[config.mk]
export PLATFORM = sky130hd
export DESIGN_NAME = apt_mul
export DESIGN_NICKNAME = d
export VERILOG_FILES = /design/src/rtl/apt_mul.sv
export SDC_FILE = /design/constraint.sdc
export NUM_CORES = 2
export LEC_CHECK = 0
export BUFFER_PORTS_ARGS = -buffer_cell sky130_fd_sc_hd__buf_4
export CORE_MARGIN = 1.5
export CORE_UTILIZATION = 40
export DETAILED_ROUTE_END_ITERATION = 8
export GPL_ROUTABILITY_DRIVEN = 0
export GPL_TIMING_DRIVEN = 0
export PLACE_DENSITY_LB_ADDON = 0.2
export SLEW_MARGIN = 25
export SYNTH_ARGS = -nofsm -noshare
export SYNTH_HDL_FRONTEND = slang
export SYNTH_SLANG_ARGS = --single-unit
[constraint.sdc]
create_clock -name clk -period 22.1 [get_ports clk]
set_clock_uncertainty 0.1 [all_clocks]
set_input_delay 2.21 -clock clk [delete_from_list [all_inputs] [get_ports clk]]
set_output_delay 2.21 -clock clk [all_outputs]
set_load 0.03 [all_outputs]
[src/rtl/apt_mul.sv]
// Shared signed multiplier with a registered product.
`default_nettype none
module apt_mul #(
  parameter int MW = 33
) (
  input  wire logic                   clk,
  input  wire logic signed [MW-1:0]   mul_a,
  input  wire logic signed [MW-1:0]   mul_b,
  output logic signed [2*MW-1:0]      prod
);

  logic signed [2*MW-1:0] prod_r;

  always_ff @(posedge clk) begin
    prod_r <= mul_a * mul_b;
  end

  assign prod = prod_r;

endmodule
`default_nettype wire

=== After elaboration in Yosys (flattened, before gate mapping) ===
Cells that the tools add are included.

* Bits in registers: 66
* Input bits: 67
* Output and inout bits: 66
* Logic and storage cells: 2

* Multipliers: 1

{| class="wikitable"
|+ Operators by type and width
! kind !! number
|-
| multiplier 33 x 33 -> 66 bit || 1
|}

=== Longest topological paths before layout ===
* Depth in word-level cells: 1
* Mapped depth: 27
* Depth with buffers taken out: 26

=== Worst setup path after synthesis ===
Ideal clock, no wire load.

* Kind: in2reg
* Start: input port mul_a[32]
* End: register prod_r[62] (netlist: prod[62])
* Setup time: 0.079 ns
* Arrival time: 9.367 ns
* Slack: 12.554 ns
* Stages on the path: 23
* Buffers on the path: 2
* Cells stage by stage: clkbuf_1 -> nand2_1 -> inv_1 -> fa_1 -> fa_1 -> fa_1 -> fa_1 -> fa_1 -> fa_1 -> fa_1 -> inv_1 -> fa_1 -> inv_1 -> ha_1 -> clkbuf_1 -> and3_1 -> nand3_1 -> nand2b_1 -> a2111oi_4 -> a211oi_4 -> a21o_2 -> a21o_1 -> a211oi_2

* Longest elaborated chain between the ends: 1

{| class="wikitable"
|+ RTL lines
! what !! RTL line !! source
|-
| start, declared || 7 || <nowiki>input wire logic signed [MW-1:0] mul_a,</nowiki>
|-
| multiplier 33 x 33 -> 66 bit || 15 || <nowiki>prod_r <= mul_a * mul_b;</nowiki>
|-
| end signal, assigned || 15 ||
|-
| end, declared || 12 || <nowiki>logic signed [2*MW-1:0] prod_r;</nowiki>
|}

Every way passes these cells.

=== Worst setup path in the final report ===
* Start: input port mul_a[32]
* End: register prod_r[58] (netlist: prod[58])

Same word-level chain as after synthesis.

==> run summary <==
The run finished with clean final reports. The core region is 100,000 um^2. Global routing finished with a remaining overflow of 0. The worst hold path belongs to the class primary input to flip-flop. The first TritonRoute pass finished after 5 iterations. The run gives 66 as the CTS sink count. Final hold violation count: 0.

The proportion of layout cells with a drive suffix above 1 was 4.68%. The synthesized area per cell came out at 9.39 um^2. In the global route stage, met3 resource usage came out at 7.94%. In the synthesized netlist the dominant register cell turns out to be dfxtp_1. After synthesis, the netlist uses 80 different library cells. At the worst endpoint, the required time is 22.27 ns.

For the count of warnings emitted by yosys, the log shows 0. At the pin with the least slew margin, the transition time is 1.20 ns. The cell type with the highest aggregate area in the netlist was fa_1.

The area added between synthesis and finish is 7.56%. The tools report the number of max-slew violations in the final report as 0. The via density per instance was 5.20; the smallest hold slack was 2.02 ns. Vertical extent of the die: 322 um. The most congested layer reported by global routing is met2. The die is 322 um wide. The full die area is 104,000 um^2. Counting instances in the post-synthesis netlist gives the leading cell types as fa_1 (1,145), inv_1 (1,131), and2_1 (562).

In this run, synthesis inferred 0 flip-flops with an integrated enable. In this run, CTS created clock tree buffers numbering 9. The post-route antenna net violation count was 0. The type of destination of the critical path was a flip-flop. For hold timing, the worst endpoint is prod[0].

Measured against its own limit, the worst slew margin works out to 19.8%. In this run, post-CTS hold repair placed 0 buffers. Post-CTS timing repair inserted 0 buffers for setup. The post-synthesis sequential element count works out to 66.

Max-cap violations in this run came to 0. The clock tree synthesis step divided the H-tree into 3 levels. The final setup violation count is 0, and the global-route wire length before repair is 221,000 um. For this run, asynchronously set or reset flops after synthesis account for 0%. Ranked by total cell area, the synthesized netlist is headed by fa_1 (56%), inv_1 (10%), and2_1 (8.6%), ha_1 (6.7%), nand2_1 (5.1%). The top cell type's share of synthesized area is 56.3%, and the global routing met2 resource utilization is 45.8%. For the number of ports placed on the die boundary, the log shows 133.

The cell at the root of the clock tree is clkbuf_16. By instance count, the leading cell after synthesis is fa_1. The all-layer global routing usage was 30.1%; the final critical-path share of the clock period was 51.3%. The register with the most flip-flops in the layout has 66 of them.

The number of nets in the synthesized netlist is 5,767. Number of instances in the synthesized netlist: 4,338. The logs give 88.1 MHz for the timing-limited maximum frequency and 11.52 ns for the arrival time of the worst setup path. The run gives 32,900 as the number of global-route vias before repair. After legalization and detailed placement, the total HPWL measured 126,000 um. In the final timing run, aggregate negative setup slack is 0 ns.

TritonCTS built the clock tree. In the final design database the tool counted 5,910 nets. Number of DRC violations after detailed routing: 0.

Setup repair after global routing left no endpoint under its margin. Wires add up to 149,000 um. After clock tree synthesis, the clock-pin slew on the worst setup and hold paths is 0.07 ns. In the final routed layout, each cell accounts on average for 25.4 um. The worst setup path is launched from a primary input.

In this run the most critical hold path is launched from mul_a[0]. By startpoint and endpoint, the worst setup path is classified as primary input to flip-flop. Sequential elements use 3.24% of the synthesized area.

The run gives 116 as the row count. The initial utilization of the core area, before any placement, comes to 40.6%. In this run the cell area of the synthesized design comes to 40,700 um^2. The routed layout has 30,400 vias.

The worst hold path was traced through 2 stages. The detailed router's first-iteration violation count is 2,631. The number of gates resized after CTS was 0.

The logs give 16 for the initial antenna violation count and 38.9% for the fraction of met1 tracks used by global routing. The run gives 2 as the buffer levels on the longest clock path. The minimum clock period after layout works out to 11.35 ns. Entering global routing, the biggest net connects 27 pins. The count of buffers added on input and output ports is 132. Along the worst path, the maximum fanout reaches 17.
-- logic make-up after synthesis --
family	count (synthesis)	share of synthesized area (%)
flops	66	3.24
fa+ha+maj	1362	62.9
compound gates	219	4.07
buf+inv	1352	12.5
xor+xnor	68	1.46
simple gates	1271	15.8
-- final cells by class --
class / count / area (um^2)
Buffer: 221 / 862
Multi-Input combinational cell: 2920 / 34300
Tap cell: 1357 / 1700
Clock inverter: 4 / 72.6
Sequential cell: 66 / 1320
Fill cell: 10200 / 56600
Clock buffer: 12 / 267
Antenna cell: 10 / 25.0
Timing Repair Buffer: 132 / 991
Inverter: 1131 / 4250
-- worst max-delay path by stage --
stage,from,end,cells past startpoint
6_report,mul_a[32],prod[58],24
5_1_grt,mul_a[32],prod[58],24
4_1_cts,mul_a[32],prod[64],22
3_5_place_dp,mul_a[32],prod[64],22
3_3_place_gp,mul_a[32],prod[64],22
2_1_floorplan,mul_a[32],prod[62],23
-- routing by layer --
metal,share of wire (%),vias to the layer above
li1,-,12600
met1,39,15900
met2,44,1566
met3,10,379
met4,6.8,12
met5,0.059,-
-- layout by cell type (no fill, tap or decap), drive strengths merged, types with 7 or more instances in the layout --
master and instances:
a211oi 11, a21o 38, a21oi 61, a31oi 9, and2 563, buf 145, clkbuf 220, dfxtp 66
diode 10, fa 1145, ha 217, inv 1131, nand2 551, nand2b 12, nand3 26, nand4 12
nor2 68, nor3 7, o21ai 33, o21bai 11, o31ai 7, xnor2 43, xor2 25
-- critical path: stages --
cell and delay [ns]:
buf_4 0.16, clkbuf_1 0.79, nand2_1 0.22, inv_1 0.19
fa_1 0.53, fa_1 0.64, fa_2 0.62, fa_2 1.01
fa_1 0.55, fa_1 0.53, fa_1 0.51, inv_1 0.05
fa_1 0.47, inv_1 0.06, ha_1 0.26, clkbuf_1 0.23
and3_1 0.25, nand3_1 0.15, nand2b_1 0.40, nor2_1 0.27
a211oi_4 0.78, a21oi_2 0.22, nor4b_2 0.29, a311oi_1 0.09
-- through the flow --
stage	setup slack (ns)	util (%)	instances	cell area, um^2
2_1_floorplan	12.55	-	4338	40700
3_3_place_gp	9.80	43.2	5827	43400
3_5_place_dp	10.42	43.2	5827	43400
4_1_cts	10.77	43.6	5843	43800
5_1_grt	10.56	43.6	5843	43800
6_report	10.75	43.6	5853	43800
Power is left out: the tool's default activity adds up to more than one toggle a clock period on the data nets, which glitch-free logic cannot reach.
