$ cat src/rtl/apt_div.sv
// Restoring unsigned divider, one quotient bit per cycle.
`default_nettype none
module apt_div #(
  parameter int NW = 52,
  parameter int DW = 18
) (
  input  wire logic          clk,
  input  wire logic          rst_n,
  input  wire logic          start,
  input  wire logic [NW-1:0] dividend,
  input  wire logic [DW-1:0] divisor,
  output logic               busy,
  output logic [NW-1:0]      quotient
);

  localparam int CW = $clog2(NW + 1);

  logic [NW-1:0] quo_r;
  logic [DW-1:0] rem_r;
  logic [DW-1:0] den_r;
  logic [CW-1:0] cnt_r;
  logic          busy_r;
  logic [DW:0]   trial;
  logic          fits;

  assign trial = {rem_r, quo_r[NW-1]};
  assign fits  = trial >= {1'b0, den_r};

  always_ff @(posedge clk) begin
    if (!rst_n) begin
      busy_r <= 1'b0;
      cnt_r  <= '0;
    end else if (start) begin
      busy_r <= 1'b1;
      cnt_r  <= CW'(NW);
      quo_r  <= dividend;
      den_r  <= divisor;
      rem_r  <= '0;
    end else if (busy_r) begin
      if (fits) begin
        rem_r <= DW'(trial - {1'b0, den_r});
      end else begin
        rem_r <= trial[DW-1:0];
      end
      quo_r <= {quo_r[NW-2:0], fits};
      cnt_r <= cnt_r - CW'(1);
      if (cnt_r == CW'(1)) begin
        busy_r <= 1'b0;
      end
    end
  end

  assign busy     = busy_r;
  assign quotient = quo_r;

endmodule
`default_nettype wire

$ cat config.mk
export PLATFORM = sky130hd
export DESIGN_NAME = apt_div
export DESIGN_NICKNAME = d
export VERILOG_FILES = /design/src/rtl/apt_div.sv
export SDC_FILE = /design/constraint.sdc
export NUM_CORES = 1
export LEC_CHECK = 0
export BUFFER_PORTS_ARGS = -buffer_cell sky130_fd_sc_hd__buf_2
export CELL_PAD_IN_SITES_DETAIL_PLACEMENT = 1
export CELL_PAD_IN_SITES_GLOBAL_PLACEMENT = 1
export CORE_MARGIN = 2
export CORE_UTILIZATION = 46
export DETAILED_ROUTE_END_ITERATION = 8
export HOLD_SLACK_MARGIN = 0.05
export PLACE_DENSITY_LB_ADDON = 0.3
export RECOVER_POWER = 50
export REMOVE_ABC_BUFFERS = 1
export SYNTH_ARGS = -nofsm -noshare
export SYNTH_HDL_FRONTEND = slang
export SYNTH_SLANG_ARGS = --single-unit
export TNS_END_PERCENT = 5
$ cat constraint.sdc
create_clock -name clk -period 10 [get_ports clk]
set_clock_uncertainty 0.2 [all_clocks]
set_input_delay 2 -clock clk [delete_from_list [all_inputs] [get_ports clk]]
set_output_delay 2 -clock clk [all_outputs]
set_load 0.1 [all_outputs]
=== Word-level counts from Yosys, hierarchy flattened ===
Cells that the tools add are included.

* Add/sub/neg operators: 2
* Shifts and indexed selects: 0
* Order comparisons: 1
* Multiplexer cells: 9
* $mul: 0
* Eq/ne operators: 1
* Bitwise gates (word level): 1
* Reduce and logical (&&, ||, !) cells: 4
* Divide/modulo/power cells: 0

{| class="wikitable"
|+ Operator list
! kind !! count
|-
| 52-bit two-way mux || 2
|-
| 18-bit two-way mux || 2
|-
| 19-bit by 18-bit greater-or-equal comparator with 1-bit output || 1
|-
| 18-bit subtractor || 1
|-
| 6-bit two-way mux || 2
|-
| 6-bit by 1-bit equality test with 1-bit output, second input constant || 1
|-
| 6-bit by 1-bit subtractor with 6-bit output, second input constant || 1
|-
| 2-bit AND reduction || 2
|-
| 1-bit two-way mux || 3
|-
| 2-bit nonzero test || 1
|-
| 2-bit OR reduction || 1
|-
| 1-bit NOT || 1
|}

* Register bits: 95
* Output and inout port bits: 53
* Bits in writable memories: 0
* Memories kept: 0
* Memory bits (read-only): 0
* Bits of input ports: 73
* Latch bits: 0

=== Longest topological paths before layout ===
Gate-level depths: netlist of the first run.

* Word-level depth: 4
* Mapped depth: 11
* Mapped depth without buffers: 11

=== Worst setup path after synthesis of the first run ===
OpenSTA, ideal clock, no wires.

* Path type: in2reg
* From: input port start
* To: register quo_r[0], in the netlist quotient[0] (enable)
* Setup slack: 5.223 ns
* Cell stages on the path: 3
* Setup time: 0.434 ns
* Arrival time: 4.143 ns
* Buffers on the path: 2
* Cells stage by stage: clkbuf_1 > clkbuf_1 > o21a_1

* Word-level cells in the longest chain between the ends: 2

{| class="wikitable"
|+ RTL lines
! item !! RTL line !! RTL
|-
| start: declaration || 9 || <nowiki>input wire logic start,</nowiki>
|-
| 2-bit nonzero test (no line) || - ||
|-
| 2-bit AND reduction (no line) || - ||
|-
| end signal: assignment || 36 || <nowiki>quo_r <= dividend;</nowiki>
|-
| end signal: assignment || 45 || <nowiki>quo_r <= {quo_r[NW-2:0], fits};</nowiki>
|-
| end: declaration || 18 || <nowiki>logic [NW-1:0] quo_r;</nowiki>
|}

No other way between the ends.
A chain may end at the register's enable or synchronous reset.

=== Worst setup path in the final report of the first run ===
* From: input port start
* To: register rem_r[7] (enable)

* Word-level cells in the longest chain between the ends: 2

{| class="wikitable"
|+ RTL lines
! item !! RTL line !! RTL
|-
| 2-bit nonzero test (no line) || - ||
|-
| 2-bit AND reduction (no line) || - ||
|-
| end signal: assignment || 41 || <nowiki>rem_r <= DW'(trial - {1'b0, den_r});</nowiki>
|-
| end signal: assignment || 43 || <nowiki>rem_r <= trial[DW-1:0];</nowiki>
|-
| end: declaration || 19 || <nowiki>logic [DW-1:0] rem_r;</nowiki>
|}

No other way between the ends.

==> results of run 1 <==
[metrics by stage]
step                util [%]  hold WS [ps]  std cells  power (W)  instance area (um^2)
finish                  55.5           345        625    0.00103                  5710
global route            55.5           372        625    0.00107                  5710
CTS                     55.9           356        625    0.00104                  5740
detailed placement      54.2           335        609   0.000804                  5570
global placement        54.2           284        609   0.000793                  5570
floorplan                  -           268        346   0.000733                  4760
[power by group through the flow]
stage / combinational (W) / sequential [W] / clock (W)
floorplan: 0.000136 / 0.000597 / 0
global placement: 0.000294 / 0.000499 / 0
detailed placement: 0.000304 / 0.000500 / 0
CTS: 0.000305 / 0.000491 / 0.000243
global route: 0.000325 / 0.000496 / 0.000253
finish: 0.000303 / 0.000491 / 0.000237
[synth_stat cells (all sizes together)]
cell    number  area share, %
o21ai        6           0.62
nor2b        2           0.26
clkbuf       7           0.54
nand2b       3           0.39
a211o        1           0.18
inv         23            1.8
nand3        6           0.62
o21bai       2           0.31
o211ai       3           0.57
nor3b        1           0.26
xnor2        9            1.6
o21a         6           0.93
ha          20            5.2
and2         2           0.26
nand2       14            1.1
a211oi       5           0.78
and3         3           0.39
nor2        25            1.9
dfxtp        7            2.9
o41a         1           0.23
or2          1           0.13
a21oi       13            1.7
fa           1           0.41
o31ai        2           0.31
mux2        51             12
edfxtp      88             55
xor2        11            2.0
mux2i       15            3.1
a31oi        6            1.1
nor4b        1           0.18
a21boi       2           0.31
buf          9            1.2
nand4        4           0.52
a21o         7            1.1
nor3         2           0.21
a221oi       1           0.18
nand3b       2           0.31
[worst register-to-register path: cells and delay by family, from the launching register on]
family | cells | cell delay (ps)
compound gates | 3 | 1190
flops | 1 | 400
fa+ha+maj | 1 | 400
simple gates | 3 | 370
mux | 1 | 310
[cell type report]
type	count	area [um^2]	share of cell area, %
inverter	23	86.3	1.51
multi-input combinational	228	1890	33.1
tap	136	170	2.98
timing repair buffer	127	607	10.6
clock inverter	4	27.5	0.482
sequential	95	2780	48.8
clock buffer	12	145	2.54
[placed cells by master, fill, tap and decap left out, drive strengths merged, types with 2 or more instances in the layout]
master  count
o31ai       2
xor2       11
o211ai      3
mux2i      15
o21ai       6
nand2      14
clkbuf     37
o21a        6
a21boi      2
a211oi      5
nor2       25
mux2       51
nand2b      3
inv        27
and3        3
edfxtp     88
dfxtp       7
o21bai      2
nand3b      2
ha         20
and2        2
a21o        7
nor2b       2
nand4       4
nor3        2
nand3       6
xnor2       9
a31oi       6
buf       102
a21oi      13
[routing by layer]
metal	part of all wire, %	vias up
met5	0	-
met4	1.6	0
met3	5.4	12
met2	52	97
met1	41	1597
li1	-	1582
[cells by family after synthesis]
logic type / count (synthesis) / share of synthesized area, %
AO/OA/AOI/OAI: 55 / 8.24
XOR/XNOR: 20 / 3.62
adder cells (fa/ha/maj): 21 / 5.58
buffers and inverters: 39 / 3.54
flip-flops: 95 / 57.5
multiplexers: 66 / 15.0
AND/OR/NAND/NOR: 66 / 6.59
[state kept, by name, summed over array words and instances (netlist names)]
| name | flops |
|---|---|
| busy | 1 |
| cnt_r | 6 |
| rem_r | 18 |
| den_r | 18 |
| quotient | 52 |
[worst max-delay path by stage]
| stage | slack [ps] | to | startpoint | cells after the start |
|---|---|---|---|---|
| 2_1_floorplan | 5740 | quotient[0] | rst_n | 1 |
| 6_report | 3670 | rem_r[7] | start | 4 |
| 3_5_place_dp | 5410 | quotient[26] | start | 4 |
| 3_3_place_gp | 5490 | quotient[24] | start | 4 |
| 4_1_cts | 5820 | quotient[25] | start | 4 |
| 5_1_grt | 3280 | quotient[21] | start | 4 |
==> summary.md, run 1 <==
| Metric | Value |
|---|---|
| DRC marker count from the first detailed-route iteration | 108 |
| Worst path top cell family by delay | buffers and inverters |
| Startpoint types | input pin |
| Via count | ~3300 |
| CP required | approximately 9800 ps |
| Routability cong. | 0.832 |
| Hold Crit Class | flip-flop to flip-flop |
| Setup slack at placement | 5410 ps |
| Sw frac | 35.3% |
| Largest net degree at the start of global routing | just under 80 |
| Failing checks | capacitance limit, slew limit |
| Largest stage delay, worst path | around 2700 ps |
| Clock Latency Late Sink | 370 ps |
| Rows | 37 |
| Placeable Area | roughly 0.01 mm^2 |
| Register area share after synthesis | 57.5% |
| Worst-margin pin slew | 3860 ps |
| P_sw | 0.000364 W |
| Yosys cell types | 45 |
| Max-cap violations | 1 |
| Cells along the critical path | buf_2 > clkbuf_1 > o21a_2 > buf_4 |
| R2R setup slack | 6740 ps |
| Synth warnings | 0 |
| Clk sinks | 95 |
| Post-cts sizing count | 0 |
| CTS Hold Bufs | 0 |
| Vias in the first global route | approximately 3600 |
| First-pass GRT wire length | 17700 um |
| Via-per-instance ratio | 5.26 |
| Final slew viol count | 79 |
| Layout cells sized above 1 | 35.4% |
| Hold Path Depth | 2 |
| Largest buffer count on any clock path | 2 |
| Die Ht | 107 um |
| WL per Instance | 17.5 um |
| Leakage | 2.31 nW |
| CTS Buf Count | 9 |
| TritonCTS clock tree | yes |
| Global routing's busiest layer | met2 |
| Grt met1 use | between 20% and 30% |
| Maximum clock rate | 158 MHz |
| RSZ-0062 raised after global routing | no |
| Total Nets Final | 578 |
| Critical path class | input pin to flip-flop |
| Clock share of power | 23.0% |
| Reg2Reg Launch Point | rem_r[5] |
| Final hold vios | 0 |
| Status | finished, violations left |
| WP buf/inv | 3 |
| Antenna cells | 0 |
| Syn Inst Count | roughly 360 |
| Setup_tns | 0 ps |
| H-tree depth | 3 |
| Aggregate global routing overflow | 0 |
| R2R cell count | 8 |
| Slowest-stage cell, CP | clkbuf_1 |
| Critical Path AT | 6130 ps |
| Slew HR | -158% |
| P&R area growth vs syn | 17.9% |
| 1st-pass router iterations | 4 |
| Synth Cell Area | 0.00484 mm^2 |
| Avg Cell Area, Syn | 13.4 um^2 |
| FF+latch count, synth | 95 |
| Setup crit end kind | flip-flop |
| Drt drc | 0 |
| Final Critical Period | 6330 ps |
| Crit Path Max Fanout | 78 |
| Cell internal pwr | ~0.00067 W |
| Peak supply drop | between 0.00009 and 0.0001 V |
| Die X | 107 um |
| GRT Total Usage | between 20% and 30% |
| Final worst-path cycle share | 63.3% |
| Hold EP | cnt_r[1] |
| I/O pin cnt | roughly 130 |
| Final setup vio count | 0 |
| Post-DP HPWL | 7950 um |
| PD cells | 181 mW/mm^2 |
| Hold_sp | cnt_r[1] |
| Sequential share of power | 47.6% |
| Antenna-violating nets left | 0 |
| Fillers | 1132 |
| Antenna violations before repair | 0 |
| Post-CTS Setup Bufs | 0 |
| Root Driver | clkbuf_8 |
| Final setup margin | 3670 ps |
| Die footprint | 0.0114 mm^2 |
| Reg clk slew, reported paths | around 100 ps |
| Routed Wire Length | 11000 um |
| Reg-to-Reg End | rem_r[9] |
| Starting Density | 47.1% |
| Gate power share | 29.4% |
| Met2 Use GR | 35.4% |
| Met3 Use GR | around 4.9% |
| IO buf count | 125 |
Power figures use the tool's default switching activity.
==> run 2: changes to the inputs <==
Settings changed: CORE_UTILIZATION 46 to 38.
Clock period 10 ns to 5.35 ns, I/O delays scaled along.
==> summary.md, run 2 (synthesized netlist as in run 1, its figures left out) <==
| Metric | Value |
|---|---|
| DRC marker count from the first detailed-route iteration | 105 (was 108) |
| Post-CTS Setup Bufs | 0 (unchanged) |
| Final hold vios | 0 (unchanged) |
| Routed Wire Length | 11200 um (was 11000 um) |
| Final setup margin | 1720 ps (was 3670 ps) |
| Reg clk slew, reported paths | 60 ps (was 100 ps) |
| Via count | 3261 (was 3288) |
| Starting Density | 38.7% (was 47.1%) |
| Layout Cells excl Fill | 661 (was 625) |
| Critical Path AT | 3410 ps (was 6130 ps) |
| Rows | 41 (was 37) |
| IO buf count | 125 (unchanged) |
| Antenna violations before repair | 1 (was 0) |
| Placeable Area | 0.0125 mm^2 (was 0.0103 mm^2) |
| Max-cap violations | 1 (unchanged) |
| Maximum clock rate | 275 MHz |
| Final slew viol count | 78 (was 79) |
| Crit Path Max Fanout | 77 (was 78) |
| Total Nets Final | 578 (unchanged) |
| Slew HR | -21.6% (was -158%) |
| Vias in the first global route | 3543 (was 3601) |
| CTS Hold Bufs | 0 (unchanged) |
| Failing checks | capacitance limit, slew limit (unchanged) |
| Hold slack | 316 ps (was 345 ps) |
| WL per Instance | 17.0 um (was 17.5 um) |
| Most common cell after layout, fill and taps aside | edfxtp_1 (was buf_2) |
| Clk sinks | 95 (unchanged) |
| Post-cts sizing count | 0 (unchanged) |
| Largest buffer count on any clock path | 2 (unchanged) |
| Startpoint types | input pin (unchanged) |
| Setup crit end kind | flip-flop (unchanged) |
| Dpl cells | 645 (was 609) |
| Worst-margin pin slew | 1820 ps (was 3860 ps) |
| Hold Crit Class | flip-flop to flip-flop (unchanged) |
| Die X | 117 um (was 107 um) |
| Setup slack at placement | 1880 ps (was 5410 ps) |
| Final setup vio count | 0 (unchanged) |
| Worst Setup EP | den_r[3] (was rem_r[7]) |
| Antenna-violating nets left | 0 (unchanged) |
| Post-DP HPWL | 8000 um (was 7950 um) |
| Final worst-path cycle share | between 60 and 70% |
| Layout cells sized above 1 | 30.5% (was 35.4%) |
| Critical path class | input pin to flip-flop (unchanged) |
| Antenna cells | 0 (unchanged) |
| Max reg flops | 52 (unchanged) |
| Most frequent cells in the layout | edfxtp_1 (88), buf_2 (75), mux2_2 (51), clkbuf_1 (51), nor2_1 (25) (was buf_2 (101), edfxtp_1 (88), mux2_2 (50)) |
| Reg2Reg Launch Point | rem_r[5] (unchanged) |
| Final core utilization | 46.9% (was 55.5%) |
| R2R setup slack | 2210 ps (was 6740 ps) |
| Via-per-instance ratio | 4.93 (was 5.26) |
| Peak supply drop | 0.000175 V (was 0.0000995 V) |
| CP required | 5120 ps (was 9800 ps) |
| I/O pin cnt | 126 (unchanged) |
| PD cells | 371 mW/mm^2 (was 181 mW/mm^2) |
| TritonCTS clock tree | yes (unchanged) |
| Setup_tns | 0 ps (unchanged) |
| Aggregate global routing overflow | 0 (unchanged) |
| P&R area growth vs syn | 21.2% (was 17.9%) |
| Leakage | 2.30 nW (was 2.31 nW) |
| Root Driver | clkbuf_16 (was clkbuf_8) |
| Reg-to-Reg End | rem_r[8] (was rem_r[9]) |
| Worst Setup SP | start (unchanged) |
| Die footprint | 0.0137 mm^2 (was 0.0114 mm^2) |
| Die Ht | 117 um (was 107 um) |
| RSZ-0062 raised after global routing | no (unchanged) |
| CTS Buf Count | 9 (unchanged) |
| Status | finished, violations left (unchanged) |
| R2R cell count | 8 (unchanged) |
| H-tree depth | 3 (unchanged) |
| Largest net degree at the start of global routing | 78 (was 79) |
| 1st-pass router iterations | 4 (unchanged) |
| Routability cong. | 0.819 (was 0.832) |
| Clock Latency Late Sink | 350 ps (was 370 ps) |
| First-pass GRT wire length | 18400 um (was 17700 um) |
| Drt drc | 0 (unchanged) |
| GRT Total Usage | 17.8% (was 20.1%) |
| Final Critical Period | 3630 ps |
==> run 2: cell count changes in the layout (fill, tap and decap cells not counted), sizes merged <==
cell / previous run / this run
buf: 102 / 76
bufinv: 0 / 2
clkbuf: 37 / 61
clkinvlp: 0 / 2
inv: 27 / 25
==> run 2: stage by stage <==
step | power (W) | area, um^2
finish | 0.00218 | 5870
global placement | 0.00149 | 5610
detailed placement | 0.00150 | 5610
CTS | 0.00221 | 5940
floorplan | 0.00137 | 4760
global route | 0.00228 | 5870
==> run 2: routing by layer <==
metal / global-route usage (%) / up-vias / share of wire (%)
li1: - / 1585 / -
met1: 21.8 / 1565 / 43
met2: 28.1 / 100 / 47
met3: 7.98 / 11 / 8.7
met4: 6.20 / 0 / 1.5
met5: 0 / - / 0
==> run 2: worst min-delay path by stage <==
stage | from | endpoint | slack [ps] | cells after the start
2_1_floorplan | cnt_r[1] | cnt_r[1] | 270 | 2
3_3_place_gp | cnt_r[1] | cnt_r[1] | 290 | 2
3_5_place_dp | cnt_r[1] | cnt_r[1] | 310 | 2
4_1_cts | cnt_r[1] | cnt_r[1] | 310 | 2
5_1_grt | cnt_r[1] | cnt_r[1] | 340 | 2
6_report | cnt_r[1] | cnt_r[1] | 320 | 2
==> run 2: critical path, stage by stage <==
cell	delay [ps]
clkbuf_1	100
clkbuf_2	1300
and2_1	910
==> run 2: layout make-up <==
cell class	instances	area (um^2)
Multi-Input combinational cell	228	1890
Clock buffer	10	229
Tap cell	172	215
Clock inverter	6	92.6
Inverter	23	86.3
Timing Repair Buffer	127	576
Fill cell	1417	6650
Sequential cell	95	2780
==> run 2: power by group <==
group	leakage [nW]	internal, W	switching [W]	total, W
combinational	1.25	0.000169	0.000389	0.000558
sequential	0.898	0.000887	0.0000308	0.000918
clock	0.150	0.000413	0.000287	0.000700
total	2.30	0.00147	0.000707	0.00218
==> run 3: changes to the inputs <==
Settings changed: ABC_AREA set to 1, CORE_UTILIZATION 38 to 40.
Clock period 5.35 ns to 3.8 ns, I/O delays scaled along.
==> summary.md, run 3 <==
| Metric | Value |
|---|---|
| Status | complete, no violations (was finished, violations left) |
| Final setup margin | 1020 ps (was 1720 ps) |
| 1st-pass router iterations | 4 (unchanged) |
| Die footprint | 0.0141 mm^2 (was 0.0137 mm^2) |
| Critical Path AT | 2550 ps (was 3410 ps) |
| H-tree depth | 3 (unchanged) |
| Most common cell after layout, fill and taps aside | nand2_1 (was edfxtp_1) |
| Synth Cell Area | 0.00526 mm^2 (was 0.00484 mm^2) |
| Setup_tns | 0 ps (unchanged) |
| Register area share after synthesis | 52.9% (was 57.5%) |
| Slew HR | 19.2% (was -21.6%) |
| Slowest-stage cell, CP | clkbuf_1 (was clkbuf_2) |
| Area post-placement | 0.00606 mm^2 (was 0.00561 mm^2) |
| Post-synth EDFFs | 88 (unchanged) |
| Routed Wire Length | 14200 um (was 11200 um) |
| PD cells | 523 mW/mm^2 (was 371 mW/mm^2) |
| Clock Latency Late Sink | 340 ps (was 350 ps) |
| Hold slack | 324 ps (was 316 ps) |
| DRC marker count from the first detailed-route iteration | 143 (was 105) |
| Maximum clock rate | 359 MHz |
| Avg Cell Area, Syn | 8.38 um^2 (was 13.4 um^2) |
| FFs w/ async S/R, synth | 0% (unchanged) |
| TritonCTS clock tree | yes (unchanged) |
| Top post-synthesis cells by area | edfxtp_1 (50%), nand2_1 (21%), inv_1 (5.1%) (was edfxtp_1 (55%), mux2_2 (12%), ha_1 (5.2%)) |
| Via-per-instance ratio | 4.82 (was 4.93) |
| Max-cap violations | 0 (was 1) |
| Drt drc | 0 (unchanged) |
| IO buf count | 125 (unchanged) |
| Reg clk slew, reported paths | 70 ps (was 60 ps) |
| Final slew viol count | 0 (was 78) |
| Hold Crit Class | flip-flop to flip-flop (unchanged) |
| Total Nets Final | 847 (was 578) |
| I/O pin cnt | 126 (unchanged) |
| Synth warnings | 0 (unchanged) |
| CTS Buf Count | 9 (unchanged) |
| Starting Density | 41.4% (was 38.7%) |
| Antenna-violating nets left | 0 (unchanged) |
| Most frequent cell after synthesis | nand2_1 (was edfxtp_1) |
| Aggregate global routing overflow | 0 (unchanged) |
| Leakage | 3.07 nW (was 2.30 nW) |
| Post-cts sizing count | 0 (unchanged) |
| Clk sinks | 95 (unchanged) |
| Crit Path Max Fanout | 30 (was 77) |
| Peak supply drop | 0.000344 V (was 0.000175 V) |
| Post-CTS Setup Bufs | 0 (unchanged) |
| Commonest register cell after synthesis | edfxtp_1 (unchanged) |
| FF+latch count, synth | 95 (unchanged) |
| Largest stage delay, worst path | 720 ps (was 1300 ps) |
| Antenna violations before repair | 1 (unchanged) |
| Yosys cell types | 32 (was 45) |
| Via count | 4482 (was 3261) |
| Startpoint types | input pin (unchanged) |
| Most frequent cells in the layout | nand2_1 (291), buf_2 (91), edfxtp_1 (88) (was edfxtp_1 (88), buf_2 (75), mux2_2 (51), clkbuf_1 (51), nor2_1 (25)) |
| Setup crit end kind | flip-flop (unchanged) |
| Final setup vio count | 0 (unchanged) |
| Vias in the first global route | 4947 (was 3543) |
| Final worst-path cycle share | 73.2% |
| Die Ht | 119 um (was 117 um) |
| Fin area | 0.00628 mm^2 (was 0.00587 mm^2) |
| CP required | 3570 ps (was 5120 ps) |
| Largest buffer count on any clock path | 2 (unchanged) |
| RSZ-0062 raised after global routing | no (unchanged) |
| Die X | 119 um (was 117 um) |
| Antenna cells | 0 (unchanged) |
| Routability cong. | 0.839 (was 0.819) |
| Root Driver | clkbuf_16 (unchanged) |
| Syn Inst Count | 628 (was 362) |
| Critical path class | input pin to flip-flop (unchanged) |
| Commonest cells post-synth | nand2_1 (292), edfxtp_1 (88), inv_1 (71), nor2_1 (33) (was edfxtp_1 (88), mux2_2 (51), nor2_1 (25), inv_1 (23), ha_1 (20)) |
| Final Critical Period | 2780 ps |
| Post-synth top area share | 50.2% (was 54.6%) |
| GRT Total Usage | 21.2% (was 17.8%) |
| CTS Hold Bufs | 0 (unchanged) |
| Area leader, netlist | edfxtp_1 (unchanged) |
| Cells along the critical path | clkbuf_1 > nand2_1 > nand2_2 > clkbuf_2 (was clkbuf_1 > clkbuf_2 > and2_1) |
| First-pass GRT wire length | 23900 um (was 18400 um) |
| Final core utilization | 49.4% (was 46.9%) |
| Setup slack at placement | 1170 ps (was 1880 ps) |
| Largest net degree at the start of global routing | 50 (was 78) |
| Final hold vios | 0 (unchanged) |
| Placeable Area | 0.0127 mm^2 (was 0.0125 mm^2) |
| Layout cells sized above 1 | 18.9% (was 30.5%) |
| Rows | 41 (unchanged) |
| Worst-margin pin slew | 1220 ps (was 1820 ps) |
| P&R area growth vs syn | 19.4% (was 21.2%) |
| WL per Instance | 15.2 um (was 17.0 um) |
| Max reg flops | 52 (unchanged) |
| Post-DP HPWL | 10700 um (was 8000 um) |
==> run 3: changes by cell type in the layout (fill, tap and decap cells not counted), moves of 14 or more <==
cell	previous run	this run
mux2i_1	15	0
nand2_1	13	291
inv_1	23	71
clkbuf_1	51	37
nand3_1	6	20
buf_2	75	91
mux2_2	51	0
==> run 3: kinds of logic (layout without fill, tap and decap cells) <==
family / count (synthesis) / count (layout) / share of synthesized area (%)
AOI/OAI and AO/OA: 31 / 31 / 3.73
adders and majority gates: 21 / 21 / 5.14
and+or+nand+nor: 382 / 382 / 30.1
buffers and inverters: 91 / 221 / 6.85
xor gates and xnor gates: 8 / 8 / 1.33
DFF: 95 / 95 / 52.9
==> run 3: stage by stage <==
step           total power (W)  cells
2_1_floorplan          0.00220    613
5_1_grt                0.00347    930
6_report               0.00329    930
3_3_place_gp           0.00243    914
4_1_cts                0.00333    930
3_5_place_dp           0.00247    914
==> run 3: layout make-up <==
| type | count | area [um^2] |
|---|---|---|
| sequential | 95 | 2780 |
| inverter | 76 | 285 |
| clock buffer | 12 | 236 |
| multi-input combinational | 442 | 2120 |
| fill | 1630 | 6440 |
| timing repair buffer | 129 | 611 |
| clock inverter | 4 | 32.5 |
| tap | 172 | 215 |
==> run 3: power breakdown <==
group / total [W] / internal [W] / switching [W]
Clock: 0.000851 / 0.000449 / 0.000402
Combinational: 0.00110 / 0.000264 / 0.000839
Sequential: 0.00133 / 0.00128 / 0.0000577
Total: 0.00329 / 0.00199 / 0.00130
==> run 3: worst paths after layout <==
check	start	to	slack [ps]	cells after the start
max	start	rem_r[16]	1020	4
min	cnt_r[1]	cnt_r[1]	320	2
max reg2reg	rem_r[8]	rem_r[17]	1150	13
min reg2reg	cnt_r[1]	cnt_r[1]	320	2
==> run 3: layer usage <==
layer  global-route usage (%)  up-vias  part of all wire, %
li1                         -     2241                    -
met1                     24.9     2121                   42
met2                     37.3      110                   49
met3                     7.48       10                  7.5
met4                     4.54        0                 0.99
met5                        0        -                    0
==> run 3: worst max-delay path, delay by kind of cell <==
family / cells / cell delay, ps
buf+inv: 2 / 1390
simple gates: 2 / 380
